[src/hdl/lnm_pkg.sv]
// Package for the Levenshtein near-match unit: request/result types, queue entry
// types, operation codes and sizing constants. No dependencies.
`timescale 1ns / 1ps

package lnm_pkg;

    localparam int LNM_MAX_LEN     = 256;
    localparam int LNM_QUEUE_DEPTH = 4;
    localparam int LNM_DIST_W      = 9;
    localparam int LNM_DIST_LIMIT  = 511;
    localparam int LNM_CH_W        = 8;

    localparam logic [8:0] LNM_NEAR_MAX_RESET = 9'd5;

    localparam logic [1:0] FUNC_APPEND_FIRST  = 2'd0;
    localparam logic [1:0] FUNC_APPEND_SECOND = 2'd1;
    localparam logic [1:0] FUNC_COMPUTE       = 2'd2;

    typedef enum logic [1:0] {
        OP_APPEND_FIRST,
        OP_APPEND_SECOND,
        OP_COMPUTE
    } lnm_op_t;

    typedef struct packed {
        logic [1:0]          func;
        logic [LNM_CH_W-1:0] ch;
    } lnm_req_t;

    typedef struct packed {
        logic [LNM_DIST_W-1:0] distance;
        logic                  is_exact;
        logic                  is_near;
        logic                  truncated;
    } lnm_res_t;

    typedef struct packed {
        lnm_op_t             op;
        logic [LNM_CH_W-1:0] ch;
    } lnm_entry_t;

    typedef struct packed {
        logic       push;
        lnm_entry_t entry;
    } lnm_qwr_t;

    typedef struct packed {
        logic       valid;
        lnm_entry_t entry;
    } lnm_qrd_t;

endpackage

[src/hdl/lnm_queue.sv]
// Short queue between front and back of the near-match unit.
// Depends on lnm_pkg.
`timescale 1ns / 1ps

module lnm_queue
    import lnm_pkg::*;
#(
    parameter int DEPTH = LNM_QUEUE_DEPTH
)
(
    input  logic     clk,
    input  logic     rst_n,
    input  lnm_qwr_t q_wr,
    input  logic     pop,
    output logic     full,
    output lnm_qrd_t q_rd
);

    localparam int PTR_W = (DEPTH > 1) ? $clog2(DEPTH) : 1;
    localparam int CNT_W = $clog2(DEPTH + 1);

    lnm_entry_t       mem [DEPTH];
    logic [PTR_W-1:0] wr_ptr_reg, wr_ptr_next;
    logic [PTR_W-1:0] rd_ptr_reg, rd_ptr_next;
    logic [CNT_W-1:0] count_reg, count_next;
    logic             do_push, do_pop;

    assign full        = (count_reg == CNT_W'(DEPTH));
    assign q_rd.valid  = (count_reg != '0);
    assign q_rd.entry  = mem[rd_ptr_reg];
    assign do_push     = q_wr.push && !full;
    assign do_pop      = pop && q_rd.valid;

    always_comb
    begin
        wr_ptr_next = wr_ptr_reg;
        rd_ptr_next = rd_ptr_reg;
        count_next  = count_reg;
        if (do_push)
        begin
            wr_ptr_next = (wr_ptr_reg == PTR_W'(DEPTH - 1)) ? '0 : wr_ptr_reg + 1'b1;
        end
        if (do_pop)
        begin
            rd_ptr_next = (rd_ptr_reg == PTR_W'(DEPTH - 1)) ? '0 : rd_ptr_reg + 1'b1;
        end
        if (do_push && !do_pop)
        begin
            count_next = count_reg + 1'b1;
        end
        else if (do_pop && !do_push)
        begin
            count_next = count_reg - 1'b1;
        end
    end

    always_ff @(posedge clk or negedge rst_n)
    begin
        if (!rst_n)
        begin
            wr_ptr_reg <= '0;
            rd_ptr_reg <= '0;
            count_reg  <= '0;
        end
        else
        begin
            wr_ptr_reg <= wr_ptr_next;
            rd_ptr_reg <= rd_ptr_next;
            count_reg  <= count_next;
        end
    end

    always_ff @(posedge clk)
    begin
        if (do_push)
        begin
            mem[wr_ptr_reg] <= q_wr.entry;
        end
    end

endmodule

[config.mk]
export PLATFORM = sky130hd
export DESIGN_NAME = lnm_queue
export DESIGN_NICKNAME = d
export VERILOG_FILES = /design/src/hdl/lnm_pkg.sv /design/src/hdl/lnm_queue.sv
export SDC_FILE = /design/constraint.sdc
export NUM_CORES = 1
export LEC_CHECK = 0
export ABC_CLOCK_PERIOD_IN_PS = 1800
export BUFFER_PORTS_ARGS = -buffer_cell sky130_fd_sc_hd__buf_2
export CORE_UTILIZATION = 50
export CTS_BUF_LIST = sky130_fd_sc_hd__clkbuf_4 sky130_fd_sc_hd__clkbuf_8 sky130_fd_sc_hd__clkbuf_16
export CTS_CLUSTER_SIZE = 16
export DETAILED_ROUTE_END_ITERATION = 7
export PLACE_DENSITY = 0.74
export SLEW_MARGIN = 20
export SYNTH_ARGS = -nofsm -noshare
export SYNTH_HDL_FRONTEND = slang
export SYNTH_SLANG_ARGS = --single-unit
[constraint.sdc]
create_clock -name clk -period 1.8 [get_ports clk]
set_input_delay 0.27 -clock clk [delete_from_list [all_inputs] [get_ports clk]]
set_output_delay 0.27 -clock clk [all_outputs]
set_load 0.02 [all_outputs]
==> flow_summary.json, run 1 <==
{
  "avgViaCountPerCell": 5.12,
  "grt_max_degree": 15,
  "arrival_ns": 2.12,
  "r2r_end": "count_reg[2]",
  "synth_top_area_share_pct": 62.8,
  "clock_power_share_pct": 17.6,
  "cpMaxStageDelayCell": "dfrtp_2",
  "p_int_mw": 2.84,
  "drtIter0Drc": 17,
  "nets": 154,
  "fin_crit_ns": 1.91,
  "yosysTopAreaCell": "edfxtp_1",
  "status": "finished, violations left",
  "avgSynthCellArea_um2": 21.5,
  "finalSetupTns_ns": -0.216,
  "endpoint_kind": "register",
  "die_y_um": 63.9,
  "finalSetupViolCount": 3,
  "dpl_cell_area_mm2": 0.00216,
  "switchingPower_mw": 1.25,
  "grt_pass1_vias": 1034,
  "drive_gt1_share_pct": 54.1,
  "crit_type": "reg -> reg",
  "tightest_slew_ns": 0.290,
  "die-width_um": 63.9,
  "holdPathStages": 1,
  "ys_types": 20,
  "syn_to_final_growth_pct": 24.9,
  "min_to": "mem[0][3]",
  "antenna_found_initial": 0,
  "diodes": 0,
  "start_kind": "register",
  "clock_skew_ns": 0.00442,
  "path_buf_inv": 1,
  "final_core_util_pct": 65.3,
  "synth_common_cells": "40 x edfxtp_1, 10 x mux4_2, 7 x dfrtp_1",
  "largest_register_ffs": 40,
  "wl_per_cell_um": 16.8,
  "synth_edf_count": 40,
  "hp-class": "in -> reg",
  "cts-htree-levels": 2,
  "min_from": "q_wr[3]",
  "synth_cells": 89,
  "cp_top_family": "simple AND/OR/NAND/NOR gates",
  "p_seq_share_pct": 40.1,
  "cts_buffers": 5,
  "ios": 26,
  "overflow": 0,
  "firstDrtPassIters": 4,
  "fillers": 258,
  "ant_nets": 0,
  "place_ws_ns": -0.0972,
  "core_mm2": 0.00366,
  "combPwrFrac_pct": 42.3,
  "finalHoldViolations": 0,
  "cp_common_cell": "xor2_1",
  "rrSetupSlack_ns": -0.11,
  "rsz0062_at_grt": "true",
  "cp_max_fo": 3,
  "route.detailed.drc": 0,
  "numPortBuffers": 25,
  "slew-limit-headroom_pct": 80.7,
  "ys_async_sr_fraction_pct": 14.9,
  "drv_slew": 0,
  "fmax_mhz": 523,
  "yosys_warnings": 0,
  "crit_required_ns": 2.01,
  "grt_usage_pct": 17.7,
  "worstSkewPairLatency_ns": 0.29,
  "numClockSinks": 47,
  "yosys_register_bits": 47,
  "finalNonFillerCells": 181,
  "vias": 927,
  "worstRegToRegCells": 8,
  "grt_pass1_wl_um": 4990,
  "power.density_mw_per_mm2": 1710,
  "clockBufferDepth": 2,
  "clk_pin_slew_ns": 0.08,
  "wl_um": 3050,
  "r2r_start": "count_reg[0]",
  "fin_ws_ns": -0.111,
  "final_cell_area_mm2": 0.00239,
  "gp_congestion": 0.707,
  "die_area_mm2": 0.00408,
  "place_hpwl_um": 2100,
  "place_inst": 168,
  "cpPeakStageDelay_ns": 0.43,
  "post-route-period-util_pct": 106,
  "peakVddDrop_v": 0.000976,
  "ys.flop_type": "edfxtp_1",
  "crit_chain": "or3_4 > nand2_4 > ha_4 > inv_2 > fa_2 > xor2_1 > nor2_1 > xor2_1",
  "num_rows": 22,
  "p_sw_share_pct": 30.7,
  "maxCapViolCount": 0,
  "syn_area_mm2": 0.00191,
  "ys_seq_area_share_pct": 71.9,
  "leakagePower_nw": 0.907,
  "initial_core_util_pct": 52.3,
  "violations": "setup timing",
  "synth_most_common_cell": "edfxtp_1",
  "synth_nets": 110,
  "clock-root-buffer": "clkbuf_8",
  "synth.area.top_cells": "edfxtp_1 63%, mux4_2 12%, dfrtp_1 9.2%",
  "cts_tree": "done"
}
[layout make-up]
| class | instances | area, um2 | area share [%] |
|---|---|---|---|
| clock buffers | 5 | 68.8 | 2.88 |
| clock inverters | 2 | 37.5 | 1.57 |
| inverters | 3 | 11.3 | 0.471 |
| multi-input cells | 36 | 526 | 22.0 |
| flip-flops and latches | 47 | 1380 | 57.7 |
| well taps | 48 | 60.1 | 2.51 |
| repair buffers | 40 | 308 | 12.9 |
[worst max path at each step]
stage | startpoint | to | cells past startpoint
floorplan | count_reg[0] | count_reg[1] | 7
global placement | count_reg[2] | count_reg[2] | 8
detailed placement | count_reg[0] | count_reg[2] | 8
CTS | count_reg[0] | count_reg[2] | 8
global route | count_reg[2] | count_reg[2] | 8
finish | count_reg[0] | count_reg[2] | 8
[cells by family (layout without fill, tap and decap cells)]
logic type    after synthesis  count (layout)  synth area share [%]
xor+xnor                    3               3                  1.37
simple gates               11              11                  4.77
mux                        15              15                  15.1
fa+ha+maj                   7               7                  4.97
buf+inv                     6              50                  1.83
flops                      47              47                  71.9
[metal layers]
| layer | GRT usage [%] | part of all wire (%) |
|---|---|---|
| met5 | 0 | 0 |
| met4 | 7.95 | 2.2 |
| met3 | 5.71 | 4.0 |
| met2 | 32.0 | 54 |
| met1 | 18.4 | 39 |
[layout by cell type (no fill, tap or decap)]
| master | count |
|---|---|
| nor2b_4 | 1 |
| buf_6 | 12 |
| inv_2 | 1 |
| edfxtp_1 | 40 |
| mux2_1 | 2 |
| buf_4 | 11 |
| dlygate4sd3_1 | 1 |
| mux4_2 | 10 |
| nor3b_4 | 1 |
| fa_2 | 1 |
| ha_1 | 5 |
| ha_4 | 1 |
| bufinv_16 | 1 |
| nand2_4 | 1 |
| or3_4 | 1 |
| dfrtp_1 | 5 |
| mux2_4 | 3 |
| nor2_1 | 3 |
| buf_2 | 16 |
| dfrtp_2 | 2 |
| clkbuf_8 | 5 |
| and2_2 | 4 |
| xor2_1 | 2 |
| inv_1 | 2 |
| clkinvlp_4 | 1 |
| xnor2_1 | 1 |
[through the flow]
stage,total power [mW],hold slack (ns)
after floorplan,2.63,-0.0256
after global placement,3.03,0.109
after detailed placement,3.11,0.110
after CTS,3.86,0.186
after global routing,4.30,0.181
final,4.09,0.190
[power by group through the flow]
stage	sequential, mW	combinational (mW)	clock, mW
final	1.64	1.73	0.719
after global placement	1.63	1.40	0
after CTS	1.64	1.50	0.729
after global routing	1.67	1.85	0.780
after detailed placement	1.65	1.46	0
after floorplan	1.60	1.03	0
[timing repair]
item | in CTS | in global routing
hold buffers | 1 | 0
pin swaps | 3 | 1
endpoints found under the setup margin | 12 | 12
hold endpoints to repair | 7 | 0
buffers inserted | 2 | 3
gates resized for setup | 3 | 21
Power figures use the tool's default switching activity.
==> run 2: changes to the inputs <==
SETUP_SLACK_MARGIN = 0.02   (was unset)
SLEW_MARGIN = unset   (was 20)
==> flow_summary.json, run 2 (synthesized netlist as in run 1, its figures left out) <==
{
  "p_seq_share_pct": 39.9,
  "slew-limit-headroom_pct": 80.6,
  "leakagePower_nw": 0.909,
  "ios": 26,
  "syn_to_final_growth_pct": 25.2,
  "holdPathStages": 1,
  "switchingPower_mw": 1.26,
  "drv_slew": 0,
  "status": "finished, violations left",
  "cp_max_fo": 3,
  "layout_commonest_cell": "edfxtp_1",
  "combPwrFrac_pct": 42.6,
  "clock_power_share_pct": 17.5,
  "antenna_found_initial": 0,
  "core_mm2": 0.00366,
  "finalSetupViolCount": 2,
  "p_int_mw": 2.85,
  "largest_register_ffs": 40,
  "diodes": 0,
  "fmax_mhz": 523,
  "numPortBuffers": 25,
  "route.detailed.drc": 0,
  "place_ws_ns": -0.0972,
  "wl_um": 3050,
  "clockBufferDepth": 2,
  "cpPeakStageDelay_ns": 0.43,
  "cts_buffers": 5,
  "die_area_mm2": 0.00408,
  "ant_nets": 0,
  "crit_required_ns": 2.01,
  "grt_pass1_vias": 1031,
  "post-route-period-util_pct": 106,
  "cts-htree-levels": 2,
  "clock_skew_ns": 0.00442,
  "power.density_mw_per_mm2": 1720,
  "crit_chain": "or3_4 > nand2_4 > ha_4 > inv_2 > fa_2 > xor2_1 > nor2_1 > xor2_1",
  "avgViaCountPerCell": 5.13,
  "drive_gt1_share_pct": 54.1,
  "hp-class": "in -> reg",
  "min_to": "mem[0][3]",
  "crit_type": "reg -> reg",
  "grt_pass1_wl_um": 4990,
  "maxCapViolCount": 0,
  "r2r_start": "count_reg[0]",
  "firstDrtPassIters": 4,
  "rsz0062_at_grt": "true",
  "fillers": 255,
  "drtIter0Drc": 17,
  "final_cell_mix": "40 x edfxtp_1, 15 x buf_2, 13 x buf_6",
  "vias": 929,
  "die-width_um": 63.9,
  "clk_pin_slew_ns": 0.08,
  "fin_crit_ns": 1.91,
  "clock-root-buffer": "clkbuf_8",
  "start_kind": "register",
  "num_rows": 22,
  "worstRegToRegCells": 8,
  "overflow": 0,
  "endpoint_kind": "register",
  "gp_congestion": 0.707,
  "nets": 154,
  "arrival_ns": 2.12,
  "tightest_slew_ns": 0.290,
  "rrSetupSlack_ns": -0.11,
  "initial_core_util_pct": 52.3,
  "cts_tree": "done",
  "cp_common_cell": "xor2_1",
  "r2r_end": "count_reg[2]",
  "violations": "setup timing",
  "wl_per_cell_um": 16.8,
  "min_from": "q_wr[3]",
  "peakVddDrop_v": 0.000976,
  "cpMaxStageDelayCell": "dfrtp_2",
  "numClockSinks": 47,
  "grt_max_degree": 15,
  "fin_ws_ns": -0.111,
  "worstSkewPairLatency_ns": 0.29,
  "grt_usage_pct": 17.7,
  "die_y_um": 63.9,
  "finalHoldViolations": 0,
  "p_sw_share_pct": 30.6,
  "place_hpwl_um": 2100,
  "hold_ws_ns": 0.190
}
run 2: metal layers:
metal  part of all wire [%]  GRT usage [%]  routed length, um  up-vias
met5                      0              0                  0        -
met4                    2.2           7.95                 68        0
met3                    4.0           5.71                123        6
met2                     54           32.0               1650       22
met1                     39           18.4               1200      471
li1                       -              -                  -      430
run 2: how the worst max path moves through the flow:
| stage | start | to | cells past startpoint |
|---|---|---|---|
| 3_5_place_dp | count_reg[0] | count_reg[2] | 8 |
| 4_1_cts | count_reg[0] | count_reg[2] | 8 |
| 6_report | count_reg[0] | count_reg[2] | 8 |
| 2_1_floorplan | count_reg[0] | count_reg[1] | 7 |
| 3_3_place_gp | count_reg[2] | count_reg[2] | 8 |
| 5_1_grt | count_reg[2] | count_reg[2] | 8 |
run 2: area by class of cell:
class	instances	area, um2	share of cell area [%]
inverters	3	11.3	0.470
clock buffers	5	68.8	2.87
clock inverters	2	37.5	1.57
multi-input cells	36	526	21.9
well taps	48	60.1	2.51
repair buffers	40	314	13.1
flip-flops and latches	47	1380	57.5
run 2: worst max-delay path, delay by kind of cell, from the launching register on:
| family | cells | cell delay, ns |
|---|---|---|
| buffers and inverters | 1 | 0.03 |
| xor gates and xnor gates | 2 | 0.31 |
| adders and majority gates | 2 | 0.46 |
| and+or+nand+nor | 3 | 0.60 |
| DFF | 1 | 0.43 |
run 2: power groups by stage:
stage	Clock, mW	Sequential (mW)	Combinational (mW)
3_3_place_gp	0	1.63	1.40
5_1_grt	0.780	1.67	1.87
3_5_place_dp	0	1.65	1.46
4_1_cts	0.729	1.64	1.58
2_1_floorplan	0	1.60	1.03
6_report	0.719	1.64	1.75
run 2: timing repair:
item                                   4_1_cts  5_1_grt
gates resized for setup                     11       15
pin swaps                                    3        1
setup endpoints to repair                   12       12
hold buffers                                 1        0
endpoints found under the hold margin        7        0
setup buffers                                2        3
run 2: per-stage QoR:
stage / setup TNS (ns) / instance area [um2] / power [mW] / utilization (%) / cells
global placement: -0.0157 / 2160 / 3.03 / 59.0 / 168
CTS: -0.147 / 2320 / 3.94 / 63.5 / 178
global route: -0.584 / 2400 / 4.32 / 65.4 / 181
detailed placement: -0.143 / 2160 / 3.11 / 59.0 / 168
finish: -0.215 / 2400 / 4.11 / 65.4 / 181
floorplan: -0.289 / 1930 / 2.63 / - / 89
